$ cat src/hw/rtl/frefb_pkg.sv
// ----------------------------------------------------------------------------
// frefb_pkg
// Shared types and constants for the frame reframe and escape bridge.
// ----------------------------------------------------------------------------
package frefb_pkg;

  localparam int unsigned QUEUE_DEPTH = 4;

  localparam logic [15:0] TIMEOUT_RESET = 16'd50;
  localparam logic [15:0] MIN_LEN       = 16'd4;
  localparam logic [15:0] HDR_COUNT_MAX = 16'd4;

  localparam logic [7:0] HDR_A    = 8'hAA;
  localparam logic [7:0] HDR_B    = 8'h55;
  localparam logic [7:0] MARK_SOF = 8'h5A;
  localparam logic [7:0] MARK_EOF = 8'hA5;
  localparam logic [7:0] ESC      = 8'h80;
  localparam logic [7:0] ESC_SOF  = 8'h01;
  localparam logic [7:0] ESC_EOF  = 8'h02;
  localparam logic [7:0] ESC_ESC  = 8'h03;
  localparam logic [7:0] SOF_TYPE = 8'h03;

  typedef enum logic [1:0] {
    KIND_BYTE = 2'd0,
    KIND_TICK = 2'd1,
    KIND_IDLE = 2'd2
  } kind_e;

  typedef enum logic [1:0] {
    HS_NONE = 2'd0,
    HS_A    = 2'd1,
    HS_AB   = 2'd2
  } head_stage_e;

  // What the back end has to send for one item
  typedef enum logic [1:0] {
    CMD_HDR      = 2'd0,
    CMD_DATA     = 2'd1,
    CMD_DATA_EOF = 2'd2,
    CMD_EOF      = 2'd3
  } cmd_op_e;

  typedef struct packed {
    cmd_op_e     op;
    logic [15:0] value;  // frame length for CMD_HDR, payload byte in [7:0] otherwise
  } cmd_t;

  typedef struct packed {
    logic       two;  // byte expands to an escape pair
    logic [7:0] b0;
    logic [7:0] b1;
  } esc_t;

endpackage

$ cat src/hw/rtl/frefb_front.sv
// ----------------------------------------------------------------------------
// frefb_front
// Event front end: header hunt, length capture, counters and timeout.
// Pushes one send command per item that produces output.
// ----------------------------------------------------------------------------
module frefb_front (
  input  logic                clk_i,
  input  logic                rst_ni,
  input  logic                cfg_valid_i,
  output logic                cfg_ready_o,
  input  logic [15:0]         cfg_data_i,
  input  logic                in_valid_i,
  output logic                in_ready_o,
  input  logic [1:0]          in_kind_i,
  input  logic [7:0]          in_byte_i,
  input  logic                q_full_i,
  output logic                cmd_push_o,
  output frefb_pkg::cmd_t     cmd_o
);
  import frefb_pkg::*;

  logic [15:0] timeout_q;
  logic        fwd_q, fwd_d;
  head_stage_e hs_q, hs_d;
  logic [1:0]  ls_q, ls_d;
  logic [15:0] fl_q, fl_d;
  logic [15:0] bc_q, bc_d;
  logic [15:0] it_q, it_d;

  logic        accept;
  logic [15:0] it_tick;
  logic [15:0] bc_inc;
  logic [16:0] end_cnt;
  head_stage_e hs_n;
  logic [1:0]  ls_n;
  logic [15:0] fl_n;
  logic [15:0] bc_n;

  assign cfg_ready_o = 1'b1;
  assign in_ready_o  = !q_full_i;
  assign accept      = in_valid_i && in_ready_o;
  assign bc_inc      = bc_q + 16'd1;
  assign end_cnt     = {1'b0, fl_q} + 17'd2;

  always_comb begin
    fwd_d      = fwd_q;
    hs_d       = hs_q;
    ls_d       = ls_q;
    fl_d       = fl_q;
    bc_d       = bc_q;
    it_d       = it_q;
    hs_n       = hs_q;
    ls_n       = ls_q;
    fl_n       = fl_q;
    bc_n       = bc_q;
    it_tick    = (it_q != 16'hFFFF) ? it_q + 16'd1 : it_q;
    cmd_push_o = 1'b0;
    cmd_o.op    = CMD_EOF;
    cmd_o.value = {8'h00, in_byte_i};
    if (accept) begin
      case (kind_e'(in_kind_i))
        KIND_BYTE: begin
          if (!fwd_q) begin
            if (in_byte_i == HDR_A && hs_q == HS_NONE) begin
              hs_n = HS_A;
            end else if (in_byte_i == HDR_B && hs_q == HS_A) begin
              hs_n = HS_AB;
            end else if (hs_q == HS_AB && ls_q == 2'd0) begin
              fl_n = fl_q | {in_byte_i, 8'h00};
              ls_n = 2'd1;
            end else if (hs_q == HS_AB && ls_q == 2'd1) begin
              fl_n = fl_q | {8'h00, in_byte_i};
              ls_n = 2'd2;
            end else if (fl_q < MIN_LEN && ls_q == 2'd2) begin
              // short length: this byte only flushes the header
              hs_n = HS_NONE;
              ls_n = 2'd0;
              fl_n = '0;
              bc_n = '0;
            end
            // header bytes count, length bytes only up to four
            if ((hs_n == HS_A || hs_n == HS_AB) && ls_n == 2'd0) begin
              bc_n = bc_n + 16'd1;
            end else if ((ls_n == 2'd1 || ls_n == 2'd2) && bc_n < HDR_COUNT_MAX) begin
              bc_n = bc_n + 16'd1;
            end
            it_d = '0;
            if (hs_n == HS_AB && ls_n == 2'd2 && fl_n >= MIN_LEN) begin
              fwd_d       = 1'b1;
              hs_n        = HS_NONE;
              ls_n        = 2'd0;
              cmd_push_o  = 1'b1;
              cmd_o.op    = CMD_HDR;
              cmd_o.value = fl_n;
            end
            hs_d = hs_n;
            ls_d = ls_n;
            fl_d = fl_n;
            bc_d = bc_n;
          end else begin
            cmd_push_o = 1'b1;
            if (end_cnt == {1'b0, bc_inc}) begin
              cmd_o.op = CMD_DATA_EOF;
              fwd_d    = 1'b0;
              hs_d     = HS_NONE;
              ls_d     = 2'd0;
              fl_d     = '0;
              bc_d     = '0;
            end else begin
              cmd_o.op = CMD_DATA;
              bc_d     = bc_inc;
              it_d     = '0;
            end
          end
        end
        KIND_TICK, KIND_IDLE: begin
          if (kind_e'(in_kind_i) == KIND_TICK) begin
            it_d = it_tick;
          end
          if (!fwd_q) begin
            if (bc_q != '0 && it_d >= timeout_q) begin
              hs_d = HS_NONE;
              ls_d = 2'd0;
              fl_d = '0;
              bc_d = '0;
            end
          end else if (kind_e'(in_kind_i) == KIND_IDLE && end_cnt != {1'b0, bc_q}) begin
            cmd_push_o = 1'b1;
            cmd_o.op   = CMD_EOF;
            fwd_d      = 1'b0;
            hs_d       = HS_NONE;
            ls_d       = 2'd0;
            fl_d       = '0;
            bc_d       = '0;
          end
        end
        default: ;
      endcase
    end
  end

  always_ff @(posedge clk_i or negedge rst_ni) begin
    if (!rst_ni) begin
      timeout_q <= TIMEOUT_RESET;
      fwd_q     <= 1'b0;
      hs_q      <= HS_NONE;
      ls_q      <= 2'd0;
      fl_q      <= '0;
      bc_q      <= '0;
      it_q      <= '0;
    end else begin
      if (cfg_valid_i && cfg_ready_o) begin
        timeout_q <= cfg_data_i;
      end
      fwd_q <= fwd_d;
      hs_q  <= hs_d;
      ls_q  <= ls_d;
      fl_q  <= fl_d;
      bc_q  <= bc_d;
      it_q  <= it_d;
    end
  end

  // header hunt state is parked while payload is forwarded
  a_fwd_hunt_idle: assert property (@(posedge clk_i) disable iff (!rst_ni)
    fwd_q |-> (hs_q == HS_NONE && ls_q == 2'd0))
    else $error("header state active while forwarding");

  // length bytes are only taken after a full AA 55
  a_len_after_hdr: assert property (@(posedge clk_i) disable iff (!rst_ni)
    (ls_q != 2'd0) |-> (hs_q == HS_AB))
    else $error("length stage without header");

endmodule

$ cat src/hw/rtl/frefb_queue.sv
// ----------------------------------------------------------------------------
// frefb_queue
// Small command FIFO between the event front end and the byte sender.
// ----------------------------------------------------------------------------
module frefb_queue #(
  parameter int unsigned Depth = frefb_pkg::QUEUE_DEPTH
) (
  input  logic             clk_i,
  input  logic             rst_ni,
  input  logic             push_i,
  input  frefb_pkg::cmd_t  data_i,
  output logic             full_o,
  input  logic             pop_i,
  output logic             valid_o,
  output frefb_pkg::cmd_t  data_o
);
  import frefb_pkg::*;

  localparam int unsigned PtrW = (Depth > 1) ? $clog2(Depth) : 1;
  localparam int unsigned CntW = $clog2(Depth + 1);

  cmd_t            mem_q [Depth];
  logic [PtrW-1:0] wr_ptr_q, wr_ptr_d;
  logic [PtrW-1:0] rd_ptr_q, rd_ptr_d;
  logic [CntW-1:0] count_q, count_d;
  logic            do_push;
  logic            do_pop;

  assign full_o  = (count_q == CntW'(Depth));
  assign valid_o = (count_q != '0);
  assign data_o  = mem_q[rd_ptr_q];
  assign do_push = push_i && !full_o;
  assign do_pop  = pop_i && valid_o;

  always_comb begin
    wr_ptr_d = wr_ptr_q;
    rd_ptr_d = rd_ptr_q;
    count_d  = count_q;
    if (do_push) begin
      wr_ptr_d = (wr_ptr_q == PtrW'(Depth - 1)) ? '0 : wr_ptr_q + PtrW'(1);
    end
    if (do_pop) begin
      rd_ptr_d = (rd_ptr_q == PtrW'(Depth - 1)) ? '0 : rd_ptr_q + PtrW'(1);
    end
    if (do_push && !do_pop) begin
      count_d = count_q + CntW'(1);
    end else if (do_pop && !do_push) begin
      count_d = count_q - CntW'(1);
    end
  end

  always_ff @(posedge clk_i or negedge rst_ni) begin
    if (!rst_ni) begin
      wr_ptr_q <= '0;
      rd_ptr_q <= '0;
      count_q  <= '0;
    end else begin
      wr_ptr_q <= wr_ptr_d;
      rd_ptr_q <= rd_ptr_d;
      count_q  <= count_d;
    end
  end

  always_ff @(posedge clk_i) begin
    if (do_push) begin
      mem_q[wr_ptr_q] <= data_i;
    end
  end

  a_no_overfill: assert property (@(posedge clk_i) disable iff (!rst_ni)
    count_q <= CntW'(Depth))
    else $error("command queue overfilled");

  a_pop_nonempty: assert property (@(posedge clk_i) disable iff (!rst_ni)
    pop_i |-> valid_o)
    else $error("pop from empty command queue");

endmodule

$ cat src/hw/rtl/frefb_back.sv
// ----------------------------------------------------------------------------
// frefb_back
// Byte sender: expands one command into its escaped byte run and
// drives the registered output stream, one byte per transfer.
// ----------------------------------------------------------------------------
module frefb_back (
  input  logic             clk_i,
  input  logic             rst_ni,
  input  logic             cmd_valid_i,
  input  frefb_pkg::cmd_t  cmd_i,
  output logic             cmd_pop_o,
  output logic             out_valid_o,
  input  logic             out_ready_i,
  output logic [7:0]       out_byte_o,
  output logic             out_last_o
);
  import frefb_pkg::*;

  function automatic esc_t escape(input logic [7:0] v);
    esc_t e;
    e.two = 1'b1;
    e.b0  = ESC;
    e.b1  = ESC_ESC;
    case (v)
      MARK_SOF: e.b1 = ESC_SOF;
      MARK_EOF: e.b1 = ESC_EOF;
      ESC:      e.b1 = ESC_ESC;
      default: begin
        e.two = 1'b0;
        e.b0  = v;
        e.b1  = v;
      end
    endcase
    return e;
  endfunction

  logic [7:0] run [8];
  logic [3:0] cnt;
  logic [3:0] n;
  esc_t       e_hi;
  esc_t       e_lo;

  logic [2:0] ptr_q, ptr_d;
  logic       vld_q, vld_d;
  logic [7:0] byte_q, byte_d;
  logic       last_q, last_d;
  logic       load;
  logic       is_last;

  // byte run for the command at the head of the queue
  always_comb begin
    for (int i = 0; i < 8; i++) begin
      run[i] = '0;
    end
    e_hi = escape(cmd_i.value[15:8]);
    e_lo = escape(cmd_i.value[7:0]);
    n    = '0;
    case (cmd_i.op)
      CMD_HDR: begin
        run[0] = MARK_SOF;
        run[1] = SOF_TYPE;
        run[2] = HDR_A;
        run[3] = HDR_B;
        run[4] = e_hi.b0;
        run[5] = e_hi.b1;
        n      = e_hi.two ? 4'd6 : 4'd5;
        run[n[2:0]] = e_lo.b0;
        if (e_lo.two) begin
          run[n[2:0] + 3'd1] = e_lo.b1;
          n = n + 4'd2;
        end else begin
          n = n + 4'd1;
        end
      end
      CMD_DATA, CMD_DATA_EOF: begin
        run[0] = e_lo.b0;
        run[1] = e_lo.b1;
        n      = e_lo.two ? 4'd2 : 4'd1;
        if (cmd_i.op == CMD_DATA_EOF) begin
          run[n[2:0]] = MARK_EOF;
          n = n + 4'd1;
        end
      end
      CMD_EOF: begin
        run[0] = MARK_EOF;
        n      = 4'd1;
      end
      default: ;
    endcase
    cnt = n;
  end

  assign load      = cmd_valid_i && (!vld_q || out_ready_i);
  assign is_last   = (({1'b0, ptr_q} + 4'd1) == cnt);
  assign cmd_pop_o = load && is_last;

  always_comb begin
    ptr_d  = ptr_q;
    vld_d  = vld_q;
    byte_d = byte_q;
    last_d = last_q;
    if (load) begin
      vld_d  = 1'b1;
      byte_d = run[ptr_q];
      last_d = is_last;
      ptr_d  = is_last ? 3'd0 : ptr_q + 3'd1;
    end else if (out_ready_i) begin
      vld_d = 1'b0;
    end
  end

  always_ff @(posedge clk_i or negedge rst_ni) begin
    if (!rst_ni) begin
      ptr_q <= '0;
      vld_q <= 1'b0;
    end else begin
      ptr_q <= ptr_d;
      vld_q <= vld_d;
    end
  end

  always_ff @(posedge clk_i) begin
    byte_q <= byte_d;
    last_q <= last_d;
  end

  assign out_valid_o = vld_q;
  assign out_byte_o  = byte_q;
  assign out_last_o  = last_q;

  // run pointer never walks past the end of the head command
  a_ptr_in_run: assert property (@(posedge clk_i) disable iff (!rst_ni)
    cmd_valid_i |-> ({1'b0, ptr_q} < cnt))
    else $error("run pointer beyond command length");

endmodule

$ cat src/hw/rtl/frame_reframe_escape_bridge.sv
// ----------------------------------------------------------------------------
// frame_reframe_escape_bridge
// Reframes AA 55 <len16> frames as 5A 03 AA 55 <len> ... A5 with escaping.
// ----------------------------------------------------------------------------
// One event (received byte, timer tick or line idle) is taken per cycle
// while the command queue has room; ticks, idles and header bytes that send
// nothing never occupy it. Output bytes leave one per cycle from a
// registered stage while the sink is ready; a frame start sends 6 to 8 bytes,
// a payload byte 1 to 3 (with the closing A5) and an idle close 1. The
// sustained event rate is therefore set by the byte sender; the queue of
// QueueDepth commands absorbs bursts and lets either side stall alone.
// tlast marks the final byte sent for one event.
module frame_reframe_escape_bridge #(
  parameter int unsigned QueueDepth = frefb_pkg::QUEUE_DEPTH
) (
  input  logic        clk_i,
  input  logic        rst_ni,
  input  logic        cfg_valid_i,
  output logic        cfg_ready_o,
  input  logic [15:0] cfg_data_i,     // timeout_limit
  input  logic        s_axis_tvalid,
  output logic        s_axis_tready,
  input  logic [7:0]  s_axis_tdata,   // [7:0] data_byte
  input  logic [1:0]  s_axis_tuser,   // [1:0] kind
  output logic        m_axis_tvalid,
  input  logic        m_axis_tready,
  output logic [7:0]  m_axis_tdata,   // [7:0] out_byte
  output logic        m_axis_tlast
);
  import frefb_pkg::*;

  cmd_t push_cmd;
  cmd_t head_cmd;
  logic push;
  logic full;
  logic pop;
  logic head_valid;

  frefb_front u_front (
    .clk_i       (clk_i),
    .rst_ni      (rst_ni),
    .cfg_valid_i (cfg_valid_i),
    .cfg_ready_o (cfg_ready_o),
    .cfg_data_i  (cfg_data_i),
    .in_valid_i  (s_axis_tvalid),
    .in_ready_o  (s_axis_tready),
    .in_kind_i   (s_axis_tuser),
    .in_byte_i   (s_axis_tdata),
    .q_full_i    (full),
    .cmd_push_o  (push),
    .cmd_o       (push_cmd)
  );

  frefb_queue #(
    .Depth (QueueDepth)
  ) u_queue (
    .clk_i   (clk_i),
    .rst_ni  (rst_ni),
    .push_i  (push),
    .data_i  (push_cmd),
    .full_o  (full),
    .pop_i   (pop),
    .valid_o (head_valid),
    .data_o  (head_cmd)
  );

  frefb_back u_back (
    .clk_i       (clk_i),
    .rst_ni      (rst_ni),
    .cmd_valid_i (head_valid),
    .cmd_i       (head_cmd),
    .cmd_pop_o   (pop),
    .out_valid_o (m_axis_tvalid),
    .out_ready_i (m_axis_tready),
    .out_byte_o  (m_axis_tdata),
    .out_last_o  (m_axis_tlast)
  );

endmodule

$ cat config.mk
export PLATFORM = sky130hd
export DESIGN_NAME = frame_reframe_escape_bridge
export DESIGN_NICKNAME = d
export VERILOG_FILES = /design/src/hw/rtl/frefb_pkg.sv /design/src/hw/rtl/frefb_front.sv /design/src/hw/rtl/frefb_queue.sv /design/src/hw/rtl/frefb_back.sv /design/src/hw/rtl/frame_reframe_escape_bridge.sv
export SDC_FILE = /design/constraint.sdc
export NUM_CORES = 1
export LEC_CHECK = 0
export BUFFER_PORTS_ARGS = -buffer_cell sky130_fd_sc_hd__buf_2
export CORE_MARGIN = 1.5
export CORE_UTILIZATION = 55
export CTS_CLUSTER_DIAMETER = 50
export DETAILED_ROUTE_END_ITERATION = 10
export GPL_TIMING_DRIVEN = 0
export HOLD_SLACK_MARGIN = 0.1
export PLACE_DENSITY = 0.75
export SYNTH_ARGS = -nofsm -noshare
export SYNTH_HDL_FRONTEND = slang
export SYNTH_SLANG_ARGS = --single-unit
export TNS_END_PERCENT = 5
$ cat constraint.sdc
create_clock -name clk_i -period 6 [get_ports clk_i]
set_clock_uncertainty 0.1 [all_clocks]
set_input_delay 0.9 -clock clk_i [delete_from_list [all_inputs] [get_ports clk_i]]
set_output_delay 0.9 -clock clk_i [all_outputs]
set_load 0.02 [all_outputs]
==> impl_metrics.tcl, run 1 <==
set metrics [dict create \
    core_mm2 0.01796 \
    synth_area_leaders "edfxtp_1 24%, dfrtp_1 19%, ha_1 5.1%" \
    hold_buffers 0 \
    synth_compound_area_share_pct 15.66 \
    synth-simple-area-share_pct 19.05 \
    nets 1176 \
    antenna_found_initial 0 \
    avgViaCountPerCell 6.187 \
    status "finished clean" \
    hpwl_um 18380 \
    syn_inst 1042 \
    dr.pass1.iters 5 \
    synth_edf_count 81 \
    htreeDepth 4 \
    timing.critical_path.slowest_cell_delay_ns 0.55 \
    critPathRequiredTime_ns 6.22 \
    cts.path.max_buffers 2 \
    final-hold-violation-count 0 \
    finalSetupViolCount 0 \
    wl_um 24930 \
    path_class "reg -> reg" \
    slew_violations 0 \
    grt-ovfl-total 0 \
    ys_async_sr_fraction_pct 49.69 \
    fin_setup_tns_ns 0 \
    max-cap-violations 0 \
    synth_xor_area_share_pct 5.800 \
    vias 8321 \
    rsz0062_at_grt "false" \
    synth_fp_nets 1115 \
    wl_per_cell_um 18.53 \
    clk_pin_slew_ns 0.06 \
    ys_types 79 \
    ys_seq_elements 161 \
    cts.sinks 161 \
    dpl_cell_area_mm2 0.01062 \
    grt_usage_pct 26.27 \
    path_max_fanout 10 \
    p_per_area_mw_per_mm2 228.7 \
    rows 49 \
    min_path_type "in -> async" \
    io_buffers 41 \
    critical_path.slowest_cell "or4_1" \
    yosys.area.top_type_share_pct 24.09 \
    p_leak_nw 4.367 \
    cts_tree "done" \
    gp_congestion 0.9454 \
    antenna_cells 0 \
    yosysTopAreaCell "edfxtp_1" \
    start_util_pct 56.20 \
    synthAdderAreaFrac_pct 5.279 \
    syn_area_per_cell_um2 9.689 \
    fmax_ghz 0.1861 \
    cts_root_buf "clkbuf_16" \
    die_width_um 138.5 \
    start_kind "flop" \
    drcViolationCount 0 \
    final_area_mm2 0.01120 \
    top_level_ports 43 \
    fin_crit_sh_pct 89.56 \
    area_delta_synth_final_pct 10.97 \
    grt_max_degree 54 \
    ys_seq_area_share_pct 43.96 \
    yosysWarnings 0 \
    synth_area_mm2 0.01010 \
    post-route-util_pct 62.37 \
    final_antenna_net_count 0 \
    die_h_um 138.5 \
    ys.flop_type "edfxtp_1" \
    crit_path_end_kind "flop" \
    dieArea_mm2 0.01918 \
    grt_pass1_wl_um 40370 \
    cp_cell_sequence "buf_2, buf_1, mux4_2, or2_2, or4_1, a22o_1, inv_1, ha_1, xnor2_1, nand3_1, o41ai_1, a22oi_1, nor3_4, nand2_4, ha_1, inv_1, fa_1, mux2_2" \
    cts-buffers-inserted 17 \
    synth_top_family_by_area "simple AND/OR/NAND/NOR gates" \
    cts-resized-gates 0 \
    finalCriticalPeriod_ns 5.374 \
    clock_latency_ns 0.43 \
    arrival_ns 5.59 \
    worst_slew_pin_slew_ns 0.9582 \
    power_mw 2.562 \
    post_cts_buffers 0 \
    drive_gt1_share_pct 11.47 \
    irDropWorstVdd_mv 0.2346 \
    max-slew-margin-rel_pct 35.82 \
    grt_pass1_vias 7936 \
    drt_iter0_markers 680 \
    synthMuxAreaShare_pct 5.936 \
    holdWs_ns 0.2925 \
]
-- state kept, by name, summed over array words and instances (netlist names), 2 cells and up --
name               cells
u_front.ls_q           2
u_front.hs_q           2
u_queue.mem_q         72
u_front.bc_q          16
u_back.out_byte_o      8
u_front.timeout_q     16
u_front.it_q          16
u_front.fl_q          16
u_queue.count_q        3
u_queue.rd_ptr_q       2
u_back.ptr_q           3
u_queue.wr_ptr_q       2
-- cells by family after synthesis --
family | after synthesis
xor gates and xnor gates | 62
DFF | 161
AOI/OAI and AO/OA | 247
adders and majority gates | 42
buffers and inverters | 107
other | 1
and+or+nand+nor | 389
muxes | 33
-- layout make-up --
| cell class | count | area [um^2] |
|---|---|---|
| Buffer | 54 | 232.7 |
| Clock buffer | 21 | 440.4 |
| Clock inverter | 11 | 132.6 |
| Fill cell | 1510 | 6760 |
| Inverter | 53 | 198.9 |
| Multi-Input combinational cell | 774 | 5239 |
| Sequential cell | 161 | 4438 |
| Tap cell | 229 | 286.5 |
| Timing Repair Buffer | 42 | 235.2 |
-- cell usage after synthesis (9+ instances only) --
| cell type | instances |
|---|---|
| a211oi_1 | 17 |
| o21ai_0 | 66 |
| nor2_1 | 96 |
| nand2_1 | 112 |
| a21o_1 | 10 |
| mux4_2 | 11 |
| or3_1 | 13 |
| xnor2_1 | 44 |
| a22o_1 | 12 |
| ha_1 | 41 |
| edfxtp_1 | 81 |
| inv_1 | 51 |
| nor3_1 | 26 |
| nand3_1 | 30 |
| xor2_1 | 15 |
| and2_1 | 10 |
| nand4_1 | 18 |
| dfrtp_1 | 77 |
| buf_2 | 9 |
| or2_2 | 9 |
| nor4_1 | 19 |
| a31oi_1 | 17 |
| a21oi_1 | 60 |
| clkbuf_1 | 39 |
| and3_1 | 9 |
-- path summary, 6_finish.rpt --
check / end / from / cells past startpoint / slack [ns]
worst max-delay path: u_queue.count_q[1] / u_queue.rd_ptr_q[1] / 18 / 0.63
worst min-delay path: u_front.timeout_q[15] / rst_ni / 1 / 0.29
worst max register to register: u_queue.count_q[1] / u_queue.rd_ptr_q[1] / 18 / 0.63
worst min register to register: u_back.out_valid_o / u_back.out_valid_o / 2 / 0.39
max in group asynchronous: u_front.timeout_q[5] / rst_ni / 2 / 4.87
min in group clk_i: u_back.out_valid_o / u_back.out_valid_o / 2 / 0.39
-- metal layers --
layer | share of wire [%] | global-route usage (%)
met1 | 42 | 34.03
met2 | 50 | 44.57
met3 | 5.5 | 4.434
met4 | 2.4 | 9.584
met5 | 0 | 0
-- worst max-delay path: cells and delay by family (launching register included) --
family	cells	cell delay (ns)
AOI/OAI and AO/OA	3	0.53
DFF	1	0.35
buffers and inverters	4	1.04
and+or+nand+nor	5	1.42
adders and majority gates	3	0.94
xor gates and xnor gates	1	0.14
muxes	2	0.72
-- per-stage QoR --
| stage | setup slack, ns | std cells |
|---|---|---|
| 5_1_grt | 0.3514 | 1345 |
| 4_1_cts | 0.6207 | 1345 |
| 3_3_place_gp | 0.7833 | 1312 |
| 2_1_floorplan | 1.389 | 1042 |
| 6_report | 0.6263 | 1345 |
| 3_5_place_dp | 0.6572 | 1313 |
-- placed cells by master, fill, tap and decap left out, types with 11 or more instances in the layout --
master     instances
a22o_1            12
nand3_1           30
mux4_2            11
a211oi_1          17
dfrtp_1           77
a21oi_1           60
a31oi_1           17
or3_1             13
nor3_1            26
buf_2             49
edfxtp_1          81
inv_1             51
xnor2_1           44
o21ai_0           66
ha_1              41
nand2_1          112
clkbuf_1          43
nor2_1            96
clkbuf_16         17
xor2_1            15
nor4_1            18
nand4_1           18
-- power by group --
group          switching, mW  internal [mW]  total (mW)  leakage, nW
clock network          0.454          0.616        1.07        0.261
registers             0.0259           1.18        1.20         1.78
logic                  0.179          0.108       0.288         2.33
total                  0.659           1.90        2.56         4.37
Note: power is estimated with default switching activity, not from simulation.
==> run 2: changes to the inputs <==
Settings changed: GPL_ROUTABILITY_DRIVEN set to 0, PLACE_DENSITY 0.75 to 0.78, SKIP_LAST_GASP set to 1.
==> run 2 against run 1 <==
Critical path depth unchanged. Total power grew 4.5%. Non-clock buffer count unchanged. Largest cell class unchanged. Clock power increased by 11%. Setup slack better by 0.088 ns. Wire length fell by 0.11%. Final area increased by 0.58%. Register-to-register slack better by 0.09 ns. First-iteration DRC count is 16% higher. Combinational power is 2% lower.
==> impl_metrics.tcl, run 2 (synthesis results as in run 1) <==
set metrics [dict create \
    status "finished clean" \
    start_util_pct 56.20 \
    critPathRequiredTime_ns 6.22 \
    p_leak_nw 4.407 \
    final_antenna_net_count 0 \
    vias 8444 \
    min_path_type "in -> async" \
    die_width_um 138.5 \
    post_cts_buffers 0 \
    hold_buffers 0 \
    path_max_fanout 10 \
    final_cell_mix "112 x nand2_1, 96 x nor2_1, 81 x edfxtp_1" \
    max-cap-violations 0 \
    nets 1176 \
    irDropWorstVdd_mv 0.2206 \
    rows 49 \
    grt_usage_pct 26.41 \
    rsz0062_at_grt "false" \
    power_switching_mw 0.6553 \
    final_common_cell "nand2_1" \
    arrival_ns 5.50 \
    avgViaCountPerCell 6.283 \
    grt-ovfl-total 0 \
    drt_iter0_markers 788 \
    cts_root_buf "clkbuf_16" \
    io_buffers 41 \
    largest_reg_flops 72 \
    htreeDepth 4 \
    regMostFlops "u_queue.mem_q" \
    start_kind "flop" \
    wl_um 24900 \
    cts.sinks 161 \
    grt_pass1_wl_um 40820 \
    drcViolationCount 0 \
    clk_pin_slew_ns 0.06 \
    antenna_found_initial 1 \
    p_per_area_mw_per_mm2 237.5 \
    switching_share_pct 24.49 \
    dieArea_mm2 0.01918 \
    max-slew-margin-rel_pct 27.50 \
    cts.path.max_buffers 2 \
    worst_slew_pin_slew_ns 1.082 \
    finalSetupViolCount 0 \
    fmax_ghz 0.1892 \
    seq_power_share_pct 45.0 \
    grt_pass1_vias 8078 \
    cts_tree "done" \
    crit_path_end_kind "flop" \
    intPower_mw 2.021 \
    antenna_cells 0 \
    final-hold-violation-count 0 \
    hpwl_um 18040 \
    die_h_um 138.5 \
    combPwrFrac_pct 10.6 \
    fin_setup_tns_ns 0 \
    drive_gt1_share_pct 11.57 \
    power_mw 2.676 \
    top_level_ports 43 \
    clock_latency_ns 0.43 \
    pwr-share-clk_pct 44.4 \
    wl_per_cell_um 18.53 \
    cts-buffers-inserted 17 \
    grt_max_degree 54 \
    cts-resized-gates 0 \
    slew_violations 0 \
    path_class "reg -> reg" \
    core_mm2 0.01796 \
    area_delta_synth_final_pct 11.61 \
    dr.pass1.iters 6 \
    finalCriticalPeriod_ns 5.285 \
    fin_crit_sh_pct 88.09 \
]
==> run 2: cell types whose count changed in the layout (fill, tap and decap cells not counted) <==
cell and change:
bufinv_16 +3, clkinv_4 +1, clkbuf_1 -4, clkinvlp_2 +1, inv_6 -1, clkinvlp_4 -3, clkinv_1 +2
==> run 2: final cells by class <==
cell class              instances  area (um^2)
fillers                      1449         6695
multi-input cells             774         5239
flip-flops and latches        161         4438
clock buffers                  17        425.4
well taps                     229        286.5
repair buffers                 42        235.2
plain buffers                  54        232.7
clock inverters                14        212.7
inverters                      53        198.9
==> run 2: critical path, cell delays in order, from the launching register on <==
cell     delay (ns)
dfrtp_1        0.36
buf_2          0.27
buf_1          0.48
mux4_2         0.44
or2_2          0.30
or4_1          0.54
a22o_1         0.28
inv_1          0.20
ha_1           0.28
xnor2_1        0.13
nand3_1        0.08
o41ai_1        0.07
a22oi_1        0.16
nor3_4         0.36
nand2_4        0.10
ha_1           0.24
inv_1          0.08
fa_1           0.40
mux2_2         0.27
==> run 2: final timing paths <==
path | from | to | slack (ns) | cells after the start
max | u_queue.rd_ptr_q[1] | u_queue.count_q[1] | 0.71 | 18
min | rst_ni | u_front.timeout_q[15] | 0.30 | 1
max reg2reg | u_queue.rd_ptr_q[1] | u_queue.count_q[1] | 0.71 | 18
min reg2reg | u_back.out_valid_o | u_back.out_valid_o | 0.39 | 2
max in group asynchronous | rst_ni | u_front.timeout_q[5] | 4.85 | 2
min in group clk_i | u_back.out_valid_o | u_back.out_valid_o | 0.39 | 2
==> run 2: power groups by stage <==
stage / registers, mW / logic, mW / clock network, mW
2_1_floorplan: 1.22 / 0.192 / 0
3_3_place_gp: 1.23 / 0.270 / 0
3_5_place_dp: 1.23 / 0.277 / 0
4_1_cts: 1.20 / 0.279 / 1.20
5_1_grt: 1.21 / 0.313 / 1.24
6_report: 1.21 / 0.283 / 1.19
==> run 2: routing by layer <==
metal	share of wire, %	track usage (%)
met5	0	0
met4	2.6	10.42
met3	6.3	4.226
met2	50	44.57
met1	41	34.27
==> run 2: through the flow <==
stage | cells | instance area [um^2] | hold slack, ns | util (%) | worst slack [ns]
3_3_place_gp | 1312 | 10590 | 0.3712 | 58.94 | 0.7671
4_1_cts | 1344 | 11260 | 0.3111 | 62.66 | 0.6828
2_1_floorplan | 1042 | 10100 | 0.3636 | - | 1.389
5_1_grt | 1344 | 11270 | 0.3297 | 62.73 | 0.3701
6_report | 1344 | 11270 | 0.2984 | 62.73 | 0.7147
3_5_place_dp | 1313 | 10620 | 0.3862 | 59.11 | 0.7228
